## config.mk

```make
export PLATFORM = sky130hd
export DESIGN_NAME = humidity_temp_frame_decoder_unit_flat
export DESIGN_NICKNAME = d
export VERILOG_FILES = /design/src/rtl/core/htfd_pkg.sv /design/src/rtl/core/htfd_if.sv /design/src/rtl/core/htfd_front.sv /design/src/rtl/core/htfd_queue.sv /design/src/rtl/core/htfd_back.sv /design/src/rtl/core/humidity_temp_frame_decoder_unit.sv /design/src/flat_wrapper.sv
export SDC_FILE = /design/constraint.sdc
export NUM_CORES = 1
export LEC_CHECK = 0
export BUFFER_PORTS_ARGS = -buffer_cell sky130_fd_sc_hd__buf_2
export CORE_AREA = 4 4 221 201
export DETAILED_ROUTE_END_ITERATION = 8
export DIE_AREA = 0 0 225 205
export HOLD_SLACK_MARGIN = 0.03
export PLACE_DENSITY_LB_ADDON = 0.08
export RECOVER_POWER = 50
export SETUP_SLACK_MARGIN = 0.3
export SLEW_MARGIN = 40
export SYNTH_ARGS = -nofsm -noshare
export SYNTH_HDL_FRONTEND = slang
export SYNTH_SLANG_ARGS = --single-unit
```

## constraint.sdc

```tcl
create_clock -name clk -period 18 [get_ports clk]
set_input_delay 3.6 -clock clk [delete_from_list [all_inputs] [get_ports clk]]
set_output_delay 3.6 -clock clk [all_outputs]
set_load 0.005 [all_outputs]
```

## src/rtl/core/htfd_pkg.sv

```systemverilog
// shared types, constants and the crc-8 step for the sensor frame decoder
// no dependencies; compiled before every other file of the block

package htfd_pkg;

  localparam int QUEUE_DEPTH_DEF = 2;

  localparam logic [7:0] CRC_INIT = 8'hFF;
  localparam logic [7:0] CRC_POLY = 8'h31;

  localparam logic [13:0] HUM_SCALE = 14'd10000;
  localparam logic [14:0] TMP_SCALE = 15'd20000;
  localparam logic [15:0] TMP_OFFSET = 16'd5000;

  typedef enum logic [1:0] {
    ST_OK      = 2'd0,
    ST_BUSY    = 2'd1,
    ST_CRC_ERR = 2'd2
  } status_t;

  typedef struct packed {
    status_t     status;
    logic [19:0] raw_humidity;
    logic [19:0] raw_temperature;
  } frame_t;

  typedef struct packed {
    logic   push;
    frame_t frame;
  } q_push_t;

  typedef struct packed {
    logic full;
    logic empty;
  } q_stat_t;

  function automatic logic [7:0] crc8_byte(input logic [7:0] crc, input logic [7:0] b);
    logic [7:0] c;
    c = crc ^ b;
    for (int k = 0; k < 8; k++) begin
      if (c[7]) begin
        c = {c[6:0], 1'b0} ^ CRC_POLY;
      end else begin
        c = {c[6:0], 1'b0};
      end
    end
    return c;
  endfunction

endpackage

```

## src/rtl/core/htfd_if.sv

```systemverilog
// valid/ready channel interfaces for the byte input and the decoded frame output
// depends on htfd_pkg

interface htfd_in_if;
  import htfd_pkg::*;
  logic       valid;
  logic       ready;
  logic [7:0] rx_byte;
  logic       frame_start;
  modport source(output valid, rx_byte, frame_start, input ready);
  modport sink(input valid, rx_byte, frame_start, output ready);
endinterface

interface htfd_out_if;
  import htfd_pkg::*;
  logic               valid;
  logic               ready;
  status_t            status;
  logic        [19:0] raw_humidity;
  logic        [19:0] raw_temperature;
  logic        [13:0] humidity_centi;
  logic signed [14:0] temperature_centi;
  modport source(output valid, status, raw_humidity, raw_temperature, humidity_centi,
                 temperature_centi, input ready);
  modport sink(input valid, status, raw_humidity, raw_temperature, humidity_centi,
               temperature_centi, output ready);
endinterface

```

## src/rtl/core/htfd_front.sv

```systemverilog
// front end: byte counting, crc-8, busy flag and raw field shift registers
// depends on htfd_pkg; pushes one frame record per reply into the queue

module htfd_front (
  input  logic              clk,
  input  logic              rst_n,
  input  logic              in_valid,
  output logic              in_ready,
  input  logic [7:0]        rx_byte,
  input  logic              frame_start,
  input  htfd_pkg::q_stat_t q_stat,
  output htfd_pkg::q_push_t q_wr
);
  import htfd_pkg::*;

  localparam logic [2:0] IDX_STATUS = 3'd0;
  localparam logic [2:0] IDX_HUM_LO = 3'd2;
  localparam logic [2:0] IDX_MIXED  = 3'd3;
  localparam logic [2:0] IDX_CRC    = 3'd6;

  logic [2:0]  idx_r, idx_nxt;
  logic [7:0]  crc_r, crc_nxt;
  logic        busy_r, busy_nxt;
  logic [19:0] hum_r, hum_nxt;
  logic [19:0] tmp_r, tmp_nxt;

  logic [2:0]  idx;
  logic [7:0]  crc_base;
  logic        accept;
  status_t     status;

  assign in_ready = !q_stat.full;
  assign accept   = in_valid && in_ready;
  assign idx      = frame_start ? IDX_STATUS : idx_r;
  assign crc_base = (idx == IDX_STATUS) ? CRC_INIT : crc_r;

  always_comb begin
    if (busy_r) begin
      status = ST_BUSY;
    end else if (crc_r != rx_byte) begin
      status = ST_CRC_ERR;
    end else begin
      status = ST_OK;
    end
  end

  always_comb begin
    idx_nxt  = idx_r;
    crc_nxt  = crc_r;
    busy_nxt = busy_r;
    hum_nxt  = hum_r;
    tmp_nxt  = tmp_r;
    q_wr.push                  = 1'b0;
    q_wr.frame.status          = status;
    q_wr.frame.raw_humidity    = (status == ST_OK) ? hum_r : 20'd0;
    q_wr.frame.raw_temperature = (status == ST_OK) ? tmp_r : 20'd0;
    if (accept) begin
      if (idx == IDX_CRC) begin
        q_wr.push = 1'b1;
        idx_nxt   = IDX_STATUS;
        crc_nxt   = CRC_INIT;
      end else begin
        crc_nxt = crc8_byte(crc_base, rx_byte);
        idx_nxt = idx + 3'd1;
        if (idx == IDX_STATUS) begin
          busy_nxt = rx_byte[7];
        end else if (idx <= IDX_HUM_LO) begin
          hum_nxt = {hum_r[11:0], rx_byte};
        end else if (idx == IDX_MIXED) begin
          hum_nxt = {hum_r[15:0], rx_byte[7:4]};
          tmp_nxt = {16'd0, rx_byte[3:0]};
        end else begin
          tmp_nxt = {tmp_r[11:0], rx_byte};
        end
      end
    end
  end

  always_ff @(posedge clk) begin
    if (!rst_n) begin
      idx_r  <= IDX_STATUS;
      crc_r  <= CRC_INIT;
      busy_r <= 1'b0;
      hum_r  <= 20'd0;
      tmp_r  <= 20'd0;
    end else begin
      idx_r  <= idx_nxt;
      crc_r  <= crc_nxt;
      busy_r <= busy_nxt;
      hum_r  <= hum_nxt;
      tmp_r  <= tmp_nxt;
    end
  end

endmodule

```

## src/rtl/core/htfd_queue.sv

```systemverilog
// short frame queue between the front end and the scaling back end
// depends on htfd_pkg

module htfd_queue #(
  parameter int DEPTH = htfd_pkg::QUEUE_DEPTH_DEF
) (
  input  logic              clk,
  input  logic              rst_n,
  input  htfd_pkg::q_push_t q_wr,
  input  logic              pop,
  output htfd_pkg::frame_t  rd_frame,
  output htfd_pkg::q_stat_t q_stat
);
  import htfd_pkg::*;

  localparam int PTR_W = (DEPTH > 1) ? $clog2(DEPTH) : 1;
  localparam int CNT_W = $clog2(DEPTH + 1);

  frame_t             mem_r [DEPTH];
  logic [PTR_W-1:0]   wr_ptr_r, wr_ptr_nxt;
  logic [PTR_W-1:0]   rd_ptr_r, rd_ptr_nxt;
  logic [CNT_W-1:0]   cnt_r, cnt_nxt;
  logic               do_push, do_pop;

  assign q_stat.full  = (cnt_r == CNT_W'(DEPTH));
  assign q_stat.empty = (cnt_r == '0);
  assign do_push      = q_wr.push && !q_stat.full;
  assign do_pop       = pop && !q_stat.empty;
  assign rd_frame     = mem_r[rd_ptr_r];

  always_comb begin
    wr_ptr_nxt = wr_ptr_r;
    rd_ptr_nxt = rd_ptr_r;
    cnt_nxt    = cnt_r;
    if (do_push) begin
      wr_ptr_nxt = (wr_ptr_r == PTR_W'(DEPTH - 1)) ? '0 : wr_ptr_r + PTR_W'(1);
    end
    if (do_pop) begin
      rd_ptr_nxt = (rd_ptr_r == PTR_W'(DEPTH - 1)) ? '0 : rd_ptr_r + PTR_W'(1);
    end
    if (do_push && !do_pop) begin
      cnt_nxt = cnt_r + CNT_W'(1);
    end else if (do_pop && !do_push) begin
      cnt_nxt = cnt_r - CNT_W'(1);
    end
  end

  always_ff @(posedge clk) begin
    if (do_push) begin
      mem_r[wr_ptr_r] <= q_wr.frame;
    end
  end

  always_ff @(posedge clk) begin
    if (!rst_n) begin
      wr_ptr_r <= '0;
      rd_ptr_r <= '0;
      cnt_r    <= '0;
    end else begin
      wr_ptr_r <= wr_ptr_nxt;
      rd_ptr_r <= rd_ptr_nxt;
      cnt_r    <= cnt_nxt;
    end
  end

endmodule

```

## src/rtl/core/htfd_back.sv

```systemverilog
// back end: scales raw fields to hundredths and holds the output register
// depends on htfd_pkg; pops frame records from the queue

module htfd_back (
  input  logic                     clk,
  input  logic                     rst_n,
  input  htfd_pkg::q_stat_t        q_stat,
  input  htfd_pkg::frame_t         rd_frame,
  output logic                     pop,
  output logic                     out_valid,
  input  logic                     out_ready,
  output htfd_pkg::status_t        out_status,
  output logic              [19:0] out_raw_humidity,
  output logic              [19:0] out_raw_temperature,
  output logic              [13:0] out_humidity_centi,
  output logic signed       [14:0] out_temperature_centi
);
  import htfd_pkg::*;

  logic               valid_r;
  status_t            status_r;
  logic        [19:0] rh_r;
  logic        [19:0] rt_r;
  logic        [13:0] hc_r;
  logic signed [14:0] tc_r;

  logic [33:0] hum_prod;
  logic [34:0] tmp_prod;
  logic [15:0] tmp_diff;
  logic [13:0] hc_nxt;
  logic [14:0] tc_nxt;

  assign pop      = !q_stat.empty && (!valid_r || out_ready);
  assign hum_prod = {14'd0, rd_frame.raw_humidity} * {20'd0, HUM_SCALE};
  assign tmp_prod = {15'd0, rd_frame.raw_temperature} * {20'd0, TMP_SCALE};
  assign tmp_diff = {1'b0, tmp_prod[34:20]} - TMP_OFFSET;
  assign hc_nxt   = (rd_frame.status == ST_OK) ? hum_prod[33:20] : 14'd0;
  assign tc_nxt   = (rd_frame.status == ST_OK) ? tmp_diff[14:0] : 15'd0;

  always_ff @(posedge clk) begin
    if (!rst_n) begin
      valid_r <= 1'b0;
    end else if (pop) begin
      valid_r <= 1'b1;
    end else if (out_ready) begin
      valid_r <= 1'b0;
    end
  end

  always_ff @(posedge clk) begin
    if (pop) begin
      status_r <= rd_frame.status;
      rh_r     <= rd_frame.raw_humidity;
      rt_r     <= rd_frame.raw_temperature;
      hc_r     <= hc_nxt;
      tc_r     <= signed'(tc_nxt);
    end
  end

  assign out_valid             = valid_r;
  assign out_status            = status_r;
  assign out_raw_humidity      = rh_r;
  assign out_raw_temperature   = rt_r;
  assign out_humidity_centi    = hc_r;
  assign out_temperature_centi = tc_r;

endmodule

```

## src/rtl/core/humidity_temp_frame_decoder_unit.sv

```systemverilog
// top level of the humidity/temperature sensor frame decoder
// depends on htfd_pkg, htfd_if, htfd_front, htfd_queue, htfd_back
//
// channel  dir  handshake    carries
// in_ch    in   valid/ready  rx_byte, frame_start (one reply byte per item)
// out_ch   out  valid/ready  status, raw fields, scaled humidity and temperature
//
// one byte per cycle while ready; a crc byte's result is queued, then registered
// in_ch.ready follows the frame queue (QUEUE_DEPTH frames): it drops only when full
// out_ch stalls hold the output register; the queue absorbs frames meanwhile
// synchronous active-low reset clears the byte count, crc, queue and output valid

module humidity_temp_frame_decoder_unit #(
  parameter int QUEUE_DEPTH = htfd_pkg::QUEUE_DEPTH_DEF
) (
  input logic        clk,
  input logic        rst_n,
  htfd_in_if.sink    in_ch,
  htfd_out_if.source out_ch
);
  import htfd_pkg::*;

  q_push_t q_wr;
  q_stat_t q_stat;
  frame_t  rd_frame;
  logic    pop;

  htfd_front u_front (
    .clk         (clk),
    .rst_n       (rst_n),
    .in_valid    (in_ch.valid),
    .in_ready    (in_ch.ready),
    .rx_byte     (in_ch.rx_byte),
    .frame_start (in_ch.frame_start),
    .q_stat      (q_stat),
    .q_wr        (q_wr)
  );

  htfd_queue #(
    .DEPTH (QUEUE_DEPTH)
  ) u_queue (
    .clk      (clk),
    .rst_n    (rst_n),
    .q_wr     (q_wr),
    .pop      (pop),
    .rd_frame (rd_frame),
    .q_stat   (q_stat)
  );

  htfd_back u_back (
    .clk                   (clk),
    .rst_n                 (rst_n),
    .q_stat                (q_stat),
    .rd_frame              (rd_frame),
    .pop                   (pop),
    .out_valid             (out_ch.valid),
    .out_ready             (out_ch.ready),
    .out_status            (out_ch.status),
    .out_raw_humidity      (out_ch.raw_humidity),
    .out_raw_temperature   (out_ch.raw_temperature),
    .out_humidity_centi    (out_ch.humidity_centi),
    .out_temperature_centi (out_ch.temperature_centi)
  );

endmodule

```

## src/flat_wrapper.sv

```systemverilog
// flat-port wrapper written by rule: the top's interface ports become plain ports
module humidity_temp_frame_decoder_unit_flat import htfd_pkg::*;
#(
  parameter int QUEUE_DEPTH = htfd_pkg::QUEUE_DEPTH_DEF
)
  (clk, rst_n, in_ch_valid, in_ch_rx_byte, in_ch_frame_start, in_ch_ready, out_ch_valid, out_ch_status, out_ch_raw_humidity, out_ch_raw_temperature, out_ch_humidity_centi, out_ch_temperature_centi, out_ch_ready);
  htfd_in_if in_ch_i ();
  htfd_out_if out_ch_i ();
  input logic clk;
  input logic rst_n;
  input wire logic [$bits(in_ch_i.valid)-1:0] in_ch_valid;
  input wire logic [$bits(in_ch_i.rx_byte)-1:0] in_ch_rx_byte;
  input wire logic [$bits(in_ch_i.frame_start)-1:0] in_ch_frame_start;
  output wire logic [$bits(in_ch_i.ready)-1:0] in_ch_ready;
  output wire logic [$bits(out_ch_i.valid)-1:0] out_ch_valid;
  output wire logic [$bits(out_ch_i.status)-1:0] out_ch_status;
  output wire logic [$bits(out_ch_i.raw_humidity)-1:0] out_ch_raw_humidity;
  output wire logic [$bits(out_ch_i.raw_temperature)-1:0] out_ch_raw_temperature;
  output wire logic [$bits(out_ch_i.humidity_centi)-1:0] out_ch_humidity_centi;
  output wire logic [$bits(out_ch_i.temperature_centi)-1:0] out_ch_temperature_centi;
  input wire logic [$bits(out_ch_i.ready)-1:0] out_ch_ready;
  assign in_ch_i.valid = in_ch_valid;
  assign in_ch_i.rx_byte = in_ch_rx_byte;
  assign in_ch_i.frame_start = in_ch_frame_start;
  assign in_ch_ready = in_ch_i.ready;
  assign out_ch_valid = out_ch_i.valid;
  assign out_ch_status = out_ch_i.status;
  assign out_ch_raw_humidity = out_ch_i.raw_humidity;
  assign out_ch_raw_temperature = out_ch_i.raw_temperature;
  assign out_ch_humidity_centi = out_ch_i.humidity_centi;
  assign out_ch_temperature_centi = out_ch_i.temperature_centi;
  assign out_ch_i.ready = out_ch_ready;
  humidity_temp_frame_decoder_unit #(.QUEUE_DEPTH(QUEUE_DEPTH)) u_core (.clk(clk), .rst_n(rst_n), .in_ch(in_ch_i), .out_ch(out_ch_i));
endmodule
```

==> impl_metrics.env <==
export IMPL_fin_setup_tns_ps=0
export IMPL_nNetsFinal=1656
export IMPL_port_buffers=85
export IMPL_antenna_found_initial=0
export IMPL_grt_pass1_vias=9335
export IMPL_syn_num_nets=1572
export IMPL_violations="max-capacitance violations, max-slew violations"
export IMPL_clk_pin_slew_ps=60
export IMPL_r2r_slack_ps=8700
export IMPL_via_count=9312
export IMPL_ys_warn_count=0
export IMPL_drive_gt1_share_pct=7.94
export IMPL_worst_path_max_fanout=46
export IMPL_io_pins=86
export IMPL_die_h_um=205
export IMPL_cts_path_max_buffers=3
export IMPL_die_width_um=225
export IMPL_outcome="finished with violations"
export IMPL_dr_pass1_iters=7
export IMPL_seq_area_frac_synth_pct=39.9
export IMPL_fmax_mhz=108
export IMPL_core_area_mm2=0.0418
export IMPL_cts_setup_buffers=0
export IMPL_cts_tree="done"
export IMPL_synth_seq_cells=213
export IMPL_r2r_cells=26
export IMPL_rows=71
export IMPL_slew_violations=167
export IMPL_grt_setup_unrepaired="no"
export IMPL_crit_required_ps=18310
export IMPL_clock_sinks=213
export IMPL_vias_per_cell=4.76
export IMPL_cts_resized=0
export IMPL_crit_path_start_kind="flop"
export IMPL_grt_max_degree=59
export IMPL_wl_per_cell_um=16.6
export IMPL_fillers=4135
export IMPL_setup_viol=0
export IMPL_min_period_ps=9300
export IMPL_drt_total_wl_um=32500
export IMPL_ys_async_sr_fraction_pct=0
export IMPL_clock_latency_ps=560
export IMPL_synth_edf_count=155
export IMPL_grt_pass1_wl_um=52500
export IMPL_cp_end_kind="flop"
export IMPL_clock_skew_ps=15.9
export IMPL_clockRootBuffer="clkbuf_16"
export IMPL_ant_nets=0
export IMPL_syn_avg_cell_area_um2=11.2
export IMPL_synth_cells=1304
export IMPL_hold_class="reg2reg"
export IMPL_hold_viol=0
export IMPL_final_common_cell="inv_1"
export IMPL_slew_headroom_pct=-120
export IMPL_path_class="reg2reg"
export IMPL_antennaDiodeCount=0
export IMPL_dieArea_mm2=0.0461
export IMPL_yosysUniqueCellTypes=61
export IMPL_syn2layout_area_growth_pct=13.2
export IMPL_r2r_end="u_core.u_back.out_temperature_centi[11]"
export IMPL_h_tree_depth=1
export IMPL_register_area_mm2=0.00582
export IMPL_grt_overflow_total=0
export IMPL_hold_buffers=0
export IMPL_netlist_area_mm2=0.0146
export IMPL_multi_input_area_mm2=0.00780
export IMPL_final_cell_mix="215 x inv_1, 165 x ha_1, 155 x edfxtp_1, 90 x fa_1, 59 x nand2_1"
export IMPL_tightestPinTransition_ps=3310
export IMPL_post_route_period_util_pct=51.6
export IMPL_dp_hpwl_um=24500
export IMPL_cts_buffers=28
export IMPL_crit_end="u_core.u_back.out_temperature_centi[11]"
export IMPL_gp_congestion=0.830
export IMPL_start_util_pct=34.8
export IMPL_drv_cap=4
export IMPL_synth_ff_type="edfxtp_1"
export IMPL_grt_total_usage_pct=14.3
export IMPL_drc=0
export IMPL_worstPathArrival_ps=9600
export IMPL_drt_iter0_drc=511
==> cell families after synthesis <==
logic type	synth area share (%)
AOI/OAI and AO/OA	8.00
xor gates and xnor gates	3.79
adders and majority gates	26.5
buffers and inverters	6.69
DFF	39.9
muxes	4.84
and+or+nand+nor	10.3
==> how the worst min path moves through the flow <==
stage | cells after the start | end | slack (ps) | from
2_1_floorplan | 0 | u_core.u_queue.mem_r[0][40] | 460 | u_core.u_front.busy_r
3_5_place_dp | 1 | u_core.u_front.hum_r[17] | 480 | u_core.u_front.hum_r[17]
4_1_cts | 1 | u_core.u_front.hum_r[19] | 500 | u_core.u_front.hum_r[19]
5_1_grt | 1 | u_core.u_front.hum_r[19] | 510 | u_core.u_front.hum_r[19]
6_report | 1 | u_core.u_front.hum_r[16] | 490 | u_core.u_front.hum_r[16]
3_3_place_gp | 1 | u_core.u_front.hum_r[16] | 480 | u_core.u_front.hum_r[16]
==> critical path, cell delays in order, from the launching register on <==
cell and delay (ps):
dfxtp_2 310, clkbuf_1 2330, mux2i_1 770, fa_1 740, inv_1 40, ha_1 260, inv_1 50, fa_1 520
inv_1 40, ha_1 260, inv_1 50, fa_1 490, inv_1 40, ha_1 290, and4_1 190, a21oi_1 310
a31o_1 310, a21o_4 200, nand2_1 90, a21oi_1 210, xor2_1 190, ha_1 220, nand4b_1 110, a32oi_1 490
o21ai_1 160, a211oi_2 260, mux2i_1 90
==> sequential cells by signal (all words and copies together) (netlist names), named ones only <==
| register | cells |
|---|---|
| u_core.u_front.hum_r | 20 |
| u_core.u_queue.wr_ptr_r | 1 |
| u_core.u_queue.cnt_r | 2 |
| u_core.u_front.busy_r | 1 |
| u_core.u_back.out_humidity_centi | 14 |
| u_core.u_back.out_raw_humidity | 20 |
| u_core.u_queue.mem_r | 84 |
| u_core.u_queue.rd_ptr_r | 1 |
| u_core.u_back.out_status | 2 |
| u_core.u_back.out_valid | 1 |
| u_core.u_front.crc_r | 8 |
| u_core.u_front.idx_r | 3 |
| u_core.u_front.tmp_r | 20 |
| u_core.u_back.out_temperature_centi | 15 |
| u_core.u_back.out_raw_temperature | 20 |
==> per-stage QoR <==
stage                     hold WS [ps]  util [%]  cell area, um^2  instances  worst slack (ps)
final                              492      39.4            16500       1957              8700
after global routing               513      39.4            16500       1957              7920
after CTS                          496      39.6            16600       1957             10730
after detailed placement           484      37.4            15600       1905             10780
after global placement             477      37.3            15600       1905             10830
after floorplan                    462         -            14600       1304             10160
==> cells in the mapped netlist, types with 3 or more instances <==
| master | number | area, um^2 |
|---|---|---|
| a211oi_1 | 4 | 30.0 |
| a21boi_0 | 6 | 45.0 |
| a21o_1 | 13 | 97.6 |
| a21oi_1 | 52 | 260 |
| a31oi_1 | 5 | 31.3 |
| and2_1 | 50 | 313 |
| and3_1 | 5 | 31.3 |
| and4_1 | 3 | 26.3 |
| buf_1 | 3 | 11.3 |
| buf_2 | 6 | 30.0 |
| clkbuf_1 | 31 | 116 |
| dfxtp_1 | 58 | 1160 |
| edfxtp_1 | 155 | 4650 |
| fa_1 | 90 | 1800 |
| ha_1 | 165 | 2060 |
| inv_1 | 215 | 807 |
| mux2_2 | 12 | 135 |
| mux2i_1 | 57 | 571 |
| nand2_1 | 59 | 221 |
| nand2b_1 | 5 | 31.3 |
| nand3_1 | 12 | 60.1 |
| nand3b_1 | 6 | 45.0 |
| nand4_1 | 6 | 37.5 |
| nor2_1 | 46 | 173 |
| nor2b_1 | 27 | 169 |
| nor3_1 | 20 | 100 |
| nor3b_1 | 20 | 150 |
| o211a_1 | 21 | 210 |
| o211ai_1 | 5 | 37.5 |
| o21a_1 | 10 | 75.1 |
| o21ai_0 | 22 | 110 |
| o22ai_1 | 7 | 43.8 |
| o31a_1 | 3 | 26.3 |
| or2_2 | 4 | 25.0 |
| or3_1 | 6 | 37.5 |
| xnor2_1 | 40 | 350 |
| xor2_1 | 23 | 201 |
==> routing by layer <==
layer | GRT usage [%] | part of all wire (%) | vias up
met5 | 0 | 0 | -
met4 | 2.89 | 2.1 | 0
met3 | 2.12 | 3.8 | 48
met2 | 21.9 | 43 | 137
met1 | 21.6 | 51 | 4511
li1 | - | - | 4616
==> cell type report <==
cell class                      instances  share of cell area (%)
Sequential cell                       213                    35.3
Clock inverter                         11                   0.971
Multi-Input combinational cell        835                    47.3
Clock buffer                           41                    4.79
Timing Repair Buffer                   95                    2.67
Inverter                              215                    4.89
Tap cell                              547                    4.15
Power is left out: the tool's default activity adds up to more than one toggle a clock period on the data nets, which glitch-free logic cannot reach.
